`config.mk`:
```
export PLATFORM = sky130hd
export DESIGN_NAME = bounded_ordered_list_core_flat
export DESIGN_NICKNAME = d
export VERILOG_FILES = /design/src/sv/bol_pkg.sv /design/src/sv/bol_if.sv /design/src/sv/bol_cell.sv /design/src/sv/bol_chain.sv /design/src/sv/bounded_ordered_list_core.sv /design/src/flat_wrapper.sv
export SDC_FILE = /design/constraint.sdc
export NUM_CORES = 2
export LEC_CHECK = 0
export ABC_CLOCK_PERIOD_IN_PS = 5300
export BUFFER_PORTS_ARGS = -buffer_cell sky130_fd_sc_hd__buf_2
export CORE_UTILIZATION = 30
export DETAILED_ROUTE_END_ITERATION = 12
export SLEW_MARGIN = 10
export SYNTH_ARGS = -nofsm -noshare
export SYNTH_HDL_FRONTEND = slang
export SYNTH_HIERARCHICAL = 1
export SYNTH_SLANG_ARGS = --single-unit
export TNS_END_PERCENT = 10
```
`constraint.sdc`:
```
create_clock -name clk -period 5.3 [get_ports clk]
set_input_delay 1.59 -clock clk [delete_from_list [all_inputs] [get_ports clk]]
set_output_delay 1.59 -clock clk [all_outputs]
set_load 0.005 [all_outputs]
```
`src/sv/bol_pkg.sv`:
```
// Shared types and constants for the bounded ordered list.
package bol_pkg;

	localparam int CAPACITY = 16;
	localparam int DATA_W = 32;
	localparam int CNT_W = $clog2(CAPACITY + 1);
	localparam int IDX_W = $clog2(CAPACITY);
	localparam int OUT_CNT_W = 5;

	localparam logic [CNT_W-1:0] CAP_CNT = CNT_W'(CAPACITY);

	localparam logic [2:0] OP_PUSH_FRONT = 3'd0;
	localparam logic [2:0] OP_PUSH_BACK  = 3'd1;
	localparam logic [2:0] OP_POP_FRONT  = 3'd2;
	localparam logic [2:0] OP_POP_BACK   = 3'd3;
	localparam logic [2:0] OP_REMOVE     = 3'd4;

	localparam logic [1:0] STAT_DONE  = 2'd0;
	localparam logic [1:0] STAT_FULL  = 2'd1;
	localparam logic [1:0] STAT_EMPTY = 2'd2;

	typedef enum logic [1:0] {
		CELL_HOLD,
		CELL_TAKE_LEFT,
		CELL_TAKE_RIGHT,
		CELL_LOAD
	} cell_op_t;

	typedef struct packed {
		cell_op_t [CAPACITY-1:0]    op;
		logic signed [DATA_W-1:0]   value;
	} chain_ctrl_t;

endpackage

```
`src/sv/bol_if.sv`:
```
// Request and response channel interfaces for the bounded ordered list.
interface bol_req_if;
	logic                valid;
	logic                ready;
	logic [2:0]          operation;
	logic signed [31:0]  value;

	modport source (output valid, output operation, output value, input ready);
	modport sink (input valid, input operation, input value, output ready);
endinterface

interface bol_rsp_if;
	logic                valid;
	logic                ready;
	logic [1:0]          status;
	logic [4:0]          count;
	logic [4:0]          removed_count;
	logic signed [31:0]  front_value;
	logic signed [31:0]  back_value;

	modport source (output valid, output status, output count, output removed_count,
		output front_value, output back_value, input ready);
	modport sink (input valid, input status, input count, input removed_count,
		input front_value, input back_value, output ready);
endinterface

```
`src/sv/bol_cell.sv`:
```
// One list slot: holds a value, takes from a neighbor or loads, flags a match.
module bol_cell (
	input  logic                        clk,
	input  bol_pkg::cell_op_t           op,
	input  logic signed [31:0]          from_left,
	input  logic signed [31:0]          from_right,
	input  logic signed [31:0]          value,
	output logic signed [31:0]          data,
	output logic                        match
);
	import bol_pkg::*;

	logic signed [DATA_W-1:0] data_q;

	always_ff @(posedge clk) begin
		case (op)
			CELL_TAKE_LEFT:  data_q <= from_left;
			CELL_TAKE_RIGHT: data_q <= from_right;
			CELL_LOAD:       data_q <= value;
			default:         data_q <= data_q;
		endcase
	end

	assign data  = data_q;
	assign match = (data_q == value);

endmodule

```
`src/sv/bol_chain.sv`:
```
// Row of list cells linked to their neighbors, front at cell 0.
module bol_chain (
	input  logic                        clk,
	input  bol_pkg::chain_ctrl_t        ctrl,
	output logic signed [31:0]          data [bol_pkg::CAPACITY],
	output logic [bol_pkg::CAPACITY-1:0] match
);
	import bol_pkg::*;

	for (genvar i = 0; i < CAPACITY; i++) begin : g_cell
		logic signed [DATA_W-1:0] left_in;
		logic signed [DATA_W-1:0] right_in;

		if (i == 0) begin : g_first
			assign left_in = ctrl.value;
		end else begin : g_mid_l
			assign left_in = data[i-1];
		end

		if (i == CAPACITY - 1) begin : g_last
			assign right_in = data[i];
		end else begin : g_mid_r
			assign right_in = data[i+1];
		end

		bol_cell u_cell (
			.clk        (clk),
			.op         (ctrl.op[i]),
			.from_left  (left_in),
			.from_right (right_in),
			.value      (ctrl.value),
			.data       (data[i]),
			.match      (match[i])
		);
	end

endmodule

```
`src/sv/bounded_ordered_list_core.sv`:
```
// Top level of the bounded ordered list: request control, cell chain, response register.
//
// Channels: req carries operation and value; rsp returns status, count,
// removed_count, front_value and back_value. Each channel transfers when
// valid and ready are both high at a rising edge of clk.
// One request is worked on at a time: req.ready is high only while idle.
// Push and pop pass from the run state to the report state, which loads rsp.
// Remove by value walks a scan pointer from the front, one cell per cycle
// while no cell matches; a match holds the pointer and shifts every cell
// behind it one place toward the front.
// The response register parts the two sides: a new request is taken while a
// result waits; a finished request holds in its report step until the
// response register is free.
// Reset (arst_n low) empties the list and drops any pending response; the
// slot contents are not cleared and are never read before written.
module bounded_ordered_list_core (
	input  logic    clk,
	input  logic    arst_n,
	bol_req_if.sink   req,
	bol_rsp_if.source rsp
);
	import bol_pkg::*;

	typedef enum logic [3:0] {
		ST_IDLE   = 4'b0001,
		ST_RUN    = 4'b0010,
		ST_SCAN   = 4'b0100,
		ST_REPORT = 4'b1000
	} state_t;

	state_t                   state_q, state_d;
	logic [CNT_W-1:0]         cnt_q, cnt_d;
	logic [CNT_W-1:0]         ptr_q, ptr_d;
	logic [CNT_W-1:0]         rem_q, rem_d;
	logic [1:0]               stat_q, stat_d;
	logic [2:0]               op_q;
	logic signed [DATA_W-1:0] val_q;

	chain_ctrl_t              ctrl;
	logic signed [DATA_W-1:0] cell_data [CAPACITY];
	logic [CAPACITY-1:0]      cell_match;

	logic                     full;
	logic                     empty;
	logic [CNT_W-1:0]         cnt_m1;
	logic                     rsp_load;

	logic                     rsp_valid_q;
	logic [1:0]               rsp_status_q;
	logic [OUT_CNT_W-1:0]     rsp_count_q;
	logic [OUT_CNT_W-1:0]     rsp_removed_q;
	logic signed [DATA_W-1:0] rsp_front_q;
	logic signed [DATA_W-1:0] rsp_back_q;

	assign full   = (cnt_q == CAP_CNT);
	assign empty  = (cnt_q == '0);
	assign cnt_m1 = cnt_q - CNT_W'(1);

	assign req.ready = (state_q == ST_IDLE);
	assign rsp_load  = (state_q == ST_REPORT) && (!rsp_valid_q || rsp.ready);

	always_comb begin
		state_d    = state_q;
		cnt_d      = cnt_q;
		ptr_d      = ptr_q;
		rem_d      = rem_q;
		stat_d     = stat_q;
		ctrl.value = val_q;
		for (int i = 0; i < CAPACITY; i++) begin
			ctrl.op[i] = CELL_HOLD;
		end

		unique case (state_q)
			ST_IDLE: begin
				if (req.valid) begin
					state_d = ST_RUN;
					ptr_d   = '0;
					rem_d   = '0;
					stat_d  = STAT_DONE;
				end
			end
			ST_RUN: begin
				state_d = ST_REPORT;
				case (op_q)
					OP_PUSH_FRONT: begin
						if (full) begin
							stat_d = STAT_FULL;
						end else begin
							for (int i = 0; i < CAPACITY; i++) begin
								ctrl.op[i] = CELL_TAKE_LEFT;
							end
							cnt_d = cnt_q + CNT_W'(1);
						end
					end
					OP_PUSH_BACK: begin
						if (full) begin
							stat_d = STAT_FULL;
						end else begin
							for (int i = 0; i < CAPACITY; i++) begin
								if (CNT_W'(i) == cnt_q) ctrl.op[i] = CELL_LOAD;
							end
							cnt_d = cnt_q + CNT_W'(1);
						end
					end
					OP_POP_FRONT: begin
						if (empty) begin
							stat_d = STAT_EMPTY;
						end else begin
							for (int i = 0; i < CAPACITY; i++) begin
								ctrl.op[i] = CELL_TAKE_RIGHT;
							end
							cnt_d = cnt_m1;
							rem_d = CNT_W'(1);
						end
					end
					OP_POP_BACK: begin
						if (empty) begin
							stat_d = STAT_EMPTY;
						end else begin
							cnt_d = cnt_m1;
							rem_d = CNT_W'(1);
						end
					end
					OP_REMOVE: begin
						if (empty) begin
							stat_d = STAT_EMPTY;
						end else begin
							state_d = ST_SCAN;
						end
					end
					default: ;
				endcase
			end
			ST_SCAN: begin
				if (ptr_q == cnt_q) begin
					state_d = ST_REPORT;
				end else if (cell_match[ptr_q[IDX_W-1:0]]) begin
					for (int i = 0; i < CAPACITY; i++) begin
						if (CNT_W'(i) >= ptr_q) ctrl.op[i] = CELL_TAKE_RIGHT;
					end
					cnt_d = cnt_m1;
					rem_d = rem_q + CNT_W'(1);
				end else begin
					ptr_d = ptr_q + CNT_W'(1);
				end
			end
			ST_REPORT: begin
				if (rsp_load) state_d = ST_IDLE;
			end
			default: state_d = ST_IDLE;
		endcase
	end

	always_ff @(posedge clk or negedge arst_n) begin
		if (!arst_n) begin
			state_q <= ST_IDLE;
			cnt_q   <= '0;
			ptr_q   <= '0;
			rem_q   <= '0;
			stat_q  <= STAT_DONE;
		end else begin
			state_q <= state_d;
			cnt_q   <= cnt_d;
			ptr_q   <= ptr_d;
			rem_q   <= rem_d;
			stat_q  <= stat_d;
		end
	end

	always_ff @(posedge clk) begin
		if (req.valid && req.ready) begin
			op_q  <= req.operation;
			val_q <= req.value;
		end
	end

	bol_chain u_chain (
		.clk   (clk),
		.ctrl  (ctrl),
		.data  (cell_data),
		.match (cell_match)
	);

	always_ff @(posedge clk or negedge arst_n) begin
		if (!arst_n) begin
			rsp_valid_q <= 1'b0;
		end else if (rsp_load) begin
			rsp_valid_q <= 1'b1;
		end else if (rsp.ready) begin
			rsp_valid_q <= 1'b0;
		end
	end

	always_ff @(posedge clk) begin
		if (rsp_load) begin
			rsp_status_q  <= stat_q;
			rsp_count_q   <= OUT_CNT_W'(cnt_q);
			rsp_removed_q <= OUT_CNT_W'(rem_q);
			if (empty) begin
				rsp_front_q <= '0;
				rsp_back_q  <= '0;
			end else begin
				rsp_front_q <= cell_data[0];
				rsp_back_q  <= cell_data[cnt_m1[IDX_W-1:0]];
			end
		end
	end

	assign rsp.valid         = rsp_valid_q;
	assign rsp.status        = rsp_status_q;
	assign rsp.count         = rsp_count_q;
	assign rsp.removed_count = rsp_removed_q;
	assign rsp.front_value   = rsp_front_q;
	assign rsp.back_value    = rsp_back_q;

endmodule
```
`src/flat_wrapper.sv`:
```
// flat-port wrapper written by rule: the top's interface ports become plain ports
module bounded_ordered_list_core_flat import bol_pkg::*;
  (clk, arst_n, req_valid, req_operation, req_value, req_ready, rsp_valid, rsp_status, rsp_count, rsp_removed_count, rsp_front_value, rsp_back_value, rsp_ready);
  bol_req_if req_i ();
  bol_rsp_if rsp_i ();
  input  logic clk;
  input  logic arst_n;
  input wire logic [$bits(req_i.valid)-1:0] req_valid;
  input wire logic [$bits(req_i.operation)-1:0] req_operation;
  input wire logic [$bits(req_i.value)-1:0] req_value;
  output wire logic [$bits(req_i.ready)-1:0] req_ready;
  output wire logic [$bits(rsp_i.valid)-1:0] rsp_valid;
  output wire logic [$bits(rsp_i.status)-1:0] rsp_status;
  output wire logic [$bits(rsp_i.count)-1:0] rsp_count;
  output wire logic [$bits(rsp_i.removed_count)-1:0] rsp_removed_count;
  output wire logic [$bits(rsp_i.front_value)-1:0] rsp_front_value;
  output wire logic [$bits(rsp_i.back_value)-1:0] rsp_back_value;
  input wire logic [$bits(rsp_i.ready)-1:0] rsp_ready;
  assign req_i.valid = req_valid;
  assign req_i.operation = req_operation;
  assign req_i.value = req_value;
  assign req_ready = req_i.ready;
  assign rsp_valid = rsp_i.valid;
  assign rsp_status = rsp_i.status;
  assign rsp_count = rsp_i.count;
  assign rsp_removed_count = rsp_i.removed_count;
  assign rsp_front_value = rsp_i.front_value;
  assign rsp_back_value = rsp_i.back_value;
  assign rsp_i.ready = rsp_ready;
  bounded_ordered_list_core u_core (.clk(clk), .arst_n(arst_n), .req(req_i), .rsp(rsp_i));
endmodule
```
Yosys cells after proc, flatten, opt, wreduce, memory -nomap -nowiden
Cells that the tools add are included.
Word-level totals
  register bits: 645
  input port bits: 39
  output and inout port bits: 78
  logic and storage cells: 278
Operators by class
  $add $sub $neg: 4
  order comparisons: 18
  equality and inequality tests: 102
  muxes and demuxes: 88
  bitwise logic cells: 1
  reductions and logical operators: 36
Operators with widths (number)
  $pmux W32 S3: 15
  $eq A32 B32 Y1: 16
  $mux W32: 6
  $pmux W32 S2: 3
  $bmux W32 S4: 1
  $mux W2: 35
  $eq A2 B2 Y1 const B: 31
  $mux W5: 11
  $reduce_bool A3 Y1: 15
  $eq A4 B5 Y1 const A: 8
  $ge A4 B5 Y1 const A: 8
  $eq A2 B1 Y1 const B: 16
  $mux W31: 1
  $pmux W5 S2: 3
  $eq A3 B5 Y1 const A: 4
  $ge A3 B5 Y1 const A: 4
  $mux W4: 5
  $pmux W4 S4: 1
  $add A5 B1 Y5 const B: 3
  $pmux W5 S3: 1
  $ne A3 B3 Y1 const B: 4
  $reduce_and A6 Y1: 2
  $reduce_bool A2 Y1: 6
  $eq A2 B5 Y1 const A: 2
  32 further kinds: 48

Depth between registers and ports, before layout
  word-level depth: 9
  gate-level depth with buffers: 14
  depth with buffers taken out: 11

By module
The synthesis kept the hierarchy.
By module, submodules not included
  bol_cell: times used 16, cells an instance 183, area each 1986.9 um^2, seq. area each 960.9 um^2
  bounded_ordered_list_core: times used 1, cells an instance 742, area each 9884.5 um^2, seq. area each 3885.0 um^2

Worst setup path after synthesis
No wires, ideal clock.
  path kind: input port to flip-flop
  start point: in rsp_ready
  end point: reg u_core.rsp_back_q[0], in the netlist u_core/rsp.back_value[0], enable pin
  library setup time: 519 ps
  arrival: 5115 ps
  data required time: 4781 ps
  setup slack: -333 ps
  stages: 2
  buffers on the path: 0
  path through: nand2b_1 > nor2b_1
Between the ends
  cells in the longest elaborated chain, start to end: 2
RTL lines
  from (decl): line flat_wrapper.sv:18  | input wire logic [$bits(rsp_i.ready)-1:0] rsp_ready;
  $logic_or A1 B1 Y1: line bounded_ordered_list_core.sv:60  | assign rsp_load = (state_q == ST_REPORT) && (!rsp_valid_q || rsp.ready);
  $logic_and A1 B1 Y1: line bounded_ordered_list_core.sv:60
  named net u_core.rsp_load: line bounded_ordered_list_core.sv:46  | logic rsp_load;
  to (signal assigned): line bounded_ordered_list_core.sv:204  | rsp_back_q <= cell_data[cnt_m1[IDX_W-1:0]];
  to (decl): line bounded_ordered_list_core.sv:53  | logic signed [DATA_W-1:0] rsp_back_q;
The timed path passes the listed nets, and every way through them passes these cells.
A chain may end at the register's enable or synchronous reset.

==> results <==
- The cell type contributing the most total cell area after synthesis is edfxtp_1.
- Once placement finished, the instance area stood at 0.0449 mm2.
- The most used flip-flop cell after synthesis is edfxtp_1.
- The number of instances in the synthesized netlist is 3670.
- The uppermost metal layer occupied by signal nets is met4.
- The clock latency reported for the late side of the worst-skew pair is 0.67 ns.
- The synthesized netlist occupies a cell area of 0.0417 mm2.
- Subtracting the final worst setup slack from the clock period gives 4.75 ns.
- The routed layout has 30100 vias.
- The global-route total usage across every layer is 0.186.
- The clock root buffer is clkbuf_16.
- The worst hold path belongs to the class flip-flop to flip-flop.
- The power per cell area is 403 mW/mm2.
- The post-route cell area is 0.0472 mm2.
- In this run, post-CTS hold repair placed 0 buffers.
- The average wire length per cell after detail routing is 23.8 um.
- The clock-pin slew reported for the worst setup and hold paths after clock tree synthesis is 0.06 ns.
- For this run, the share of the core covered by cells in the final layout is 0.343.
- The average size of a mapped cell is 11.4 um2.
- The post-synthesis sequential area ratio is 0.462.
- The period utilization is 0.896.
- The detailed-placement wirelength estimate is 97.3 mm.
- The count of buffers inserted at the top-level ports is 116.
- Synthesis produced a netlist with a net count of 3719.
- The total of flip-flops plus latches after synthesis is 645.
- The worst ir drop on vdd is 0.548 mV.
- STA puts the critical path data required time at 5.67 ns.
- The number of antenna violations at the first check in global routing came to 5.
- The number of flops mapped to enable cells by yosys is 623.
- The chip width is 375 um.
- The leakage dissipation is 15.1 nW.
- The startpoint kind of the worst setup timing path is a flip-flop.
- The number of clock sinks is 645.
- The number of iterations in the first detailed-routing pass is 5.
- The most repeated cell in the gate-level netlist after synthesis is edfxtp_1.
- By area the synthesized netlist is led by edfxtp_1 (45%), mux2i_1 (13%), xor2_1 (11%).
- Detailed routing placed a total of 5.83 mm of wire on met3.
- The met2 wirelength from detailed routing is 66.7 mm.
- The largest buffer count on any clock path is 3.
- For this configuration, the core starts out at a cell density of 0.303.
- The tool flagged a number of max-cap violations equal to 0.
- The fraction of final layout cells sized beyond drive strength 1 is 0.149.
- The floorplan die area is 0.140 mm2.
- In this run, the number of DRC markers left after iteration 0 of detailed routing was 2377.
- Global routing finished with a remaining overflow of 0.
- After detailed routing, the wire length on met1 is 55.7 mm.
- The global placer's final weighted congestion is 0.894.
- Adding up every negative setup slack in the final design gives 0 ns.
- The run finished with clean final reports.
- The count of distinct cell types in the synthesized netlist is 59.
- The number of vias per cell is 5.35.
- The largest net degree at the start of global routing is 97.
- Row generation in the floorplan step produced 136 rows.
- The net count of the finished layout is 3819.
- The first global-routing pass estimated 198 mm of wire.
- The largest fanout of any net on the critical path is 64.
- Once detail routing completed, the nets flagged for antenna violations numbered 0.
- The number of global-route vias before repair is 29800.
- The H-tree was split into 3 levels.
- After clock tree synthesis, the setup repair step added 0 buffers.
- For this run, the number of Yosys warnings is 6.
- The worst setup path is captured at a flip-flop.
- The remaining max-slew budget at the tightest pin is 0.0752.
- In this run, CTS created clock tree buffers numbering 75.
- The proportion of register bits with asynchronous set or reset after synthesis is 0.0341.
- The peak clock frequency supported by timing is 211 MHz.
- By count the netlist is led by edfxtp_1 (623), a21oi_1 (551), mux2i_1 (548).
- The area fraction of the dominant cell type after synthesis is 0.449.
- The floorplan core area is 0.138 mm2.
- The number of gates resized after cts is 0.
- TritonCTS built the clock tree.
- The final-report hold violation count is 0.
- The number of max-slew violations in the final report came to 0.
- The number of remaining DRC errors is 0.
- The wire length reported by the detailed router is 134 mm.
- For the pin with the worst max-slew slack, the measured transition is 1.38 ns.
- The fill cell instance count of the final layout is 13600.
- The worst clock skew is 0.0306 ns.
- STA puts the critical path data arrival time at 5.12 ns.
- Setup repair after global routing left no endpoint under its margin.
- Compared with the post-synthesis result, the final layout area differs by 13.2%.
- The final antenna diode count is 0.
- The final count of negative-setup-slack endpoints is 0.
- By startpoint and endpoint, the worst setup path is classified as flip-flop to flip-flop.
- The die height is 375 um.
- 117 I/O pins were placed.
## critical path, stage by stage (launching register included)
cell,delay [ns]
edfxtp_1,1.01
buf_4,0.31
xor2_1,0.09
nor4_1,0.40
nand4_1,0.24
nor2_1,0.24
mux4_2,0.31
o22ai_1,0.16
o22ai_2,0.20
nand3_1,0.38
o22ai_4,0.30
buf_4,0.62
a21oi_1,0.15
## cells in the final DEF (no fill, tap or decap), drive strengths merged, types with 5 or more instances in the layout
cell type / synthesis / routed
edfxtp: 623 / 623
a21oi: 551 / 551
mux2i: 548 / 548
nor2: 542 / 542
xor2: 517 / 517
buf: 158 / 273
mux4: 130 / 130
nor4: 128 / 128
clkbuf: 92 / 96
nor2b: 70 / 70
a211oi: 69 / 69
nand4: 34 / 34
clkinv: 0 / 33
nand2: 32 / 32
dfrtp: 21 / 21
o22ai: 18 / 18
or2: 17 / 17
inv: 11 / 15
ha: 10 / 10
nor3: 9 / 9
and2: 9 / 9
o21ai: 9 / 9
and3: 5 / 5
nand3: 5 / 5
xnor2: 5 / 5
## report_power, final
group	switching, mW	internal, mW	leakage, nW
Combinational	4.72	2.80	8.01
Clock	2.23	2.83	1.14
Sequential	0.394	6.03	5.92
## cell type report
| class | instances | area [um2] | area share |
|---|---|---|---|
| tap | 1794 | 2240 | 0.0476 |
| sequential | 645 | 19300 | 0.408 |
| clock buffer | 96 | 2010 | 0.0426 |
| multi-input combinational | 2764 | 21400 | 0.453 |
| timing repair buffer | 273 | 1980 | 0.0421 |
| inverter | 11 | 41.3 | 0.000875 |
| clock inverter | 40 | 290 | 0.00615 |
## cells by family after synthesis
family                     Yosys count  share of synthesized area
AOI/OAI and AO/OA                  679                     0.0888
xor gates and xnor gates           522                      0.110
adders and majority gates           10                    0.00300
buffers and inverters              261                     0.0366
DFF                                645                      0.462
muxes                              680                      0.202
and+or+nand+nor                    873                     0.0973
## routing by layer
| layer | global-route usage | vias up |
|---|---|---|
| li1 | - | 13900 |
| met1 | 0.236 | 15100 |
| met2 | 0.320 | 901 |
| met3 | 0.0172 | 206 |
| met4 | 0.0809 | 0 |
| met5 | 0 | - |
## sequential cells by signal, indices dropped and copies added, names as in the netlist
signal                             flops
u_core/rsp.count                       5
u_core/stat_q                          2
u_core/rsp.valid                       1
u_core/rsp.front_value                32
u_core/rsp.back_value                 32
u_core/rsp.status                      2
u_core/u_chain/g_cell.u_cell/data    512
u_core/ptr_q                           5
u_core/rem_q                           5
u_core/op_q                            3
u_core/rsp.removed_count               5
u_core/val_q                          32
u_core/cnt_q                           5
u_core/state_q                         4
## worst paths after layout
kind	startpoint	to	slack, ns	cells past startpoint
worst max-delay path	u_core/val_q[31]	u_core/u_chain/g_cell[6].u_cell/data[27]	0.55	12
worst min-delay path	u_core/stat_q[1]	u_core/rsp.status[1]	0.45	0
worst max register to register	u_core/val_q[31]	u_core/u_chain/g_cell[6].u_cell/data[27]	0.55	12
worst min register to register	u_core/stat_q[1]	u_core/rsp.status[1]	0.45	0
max in group asynchronous	arst_n	u_core/cnt_q[0]	3.89	1
min in group asynchronous	arst_n	u_core/rem_q[1]	0.95	1
## metrics by stage
step / hold slack (ns) / power, mW / worst slack (ns) / instances
2_1_floorplan: 0.423 / 11.0 / 1.12 / 3670
3_5_place_dp: 0.447 / 14.1 / 0.667 / 5487
4_1_cts: 0.460 / 19.2 / 0.664 / 5623
6_report: 0.454 / 19.0 / 0.553 / 5623
3_3_place_gp: 0.444 / 14.1 / 0.662 / 5487
5_1_grt: 0.474 / 19.7 / 0.354 / 5623
(Power assumes the default switching activity.)
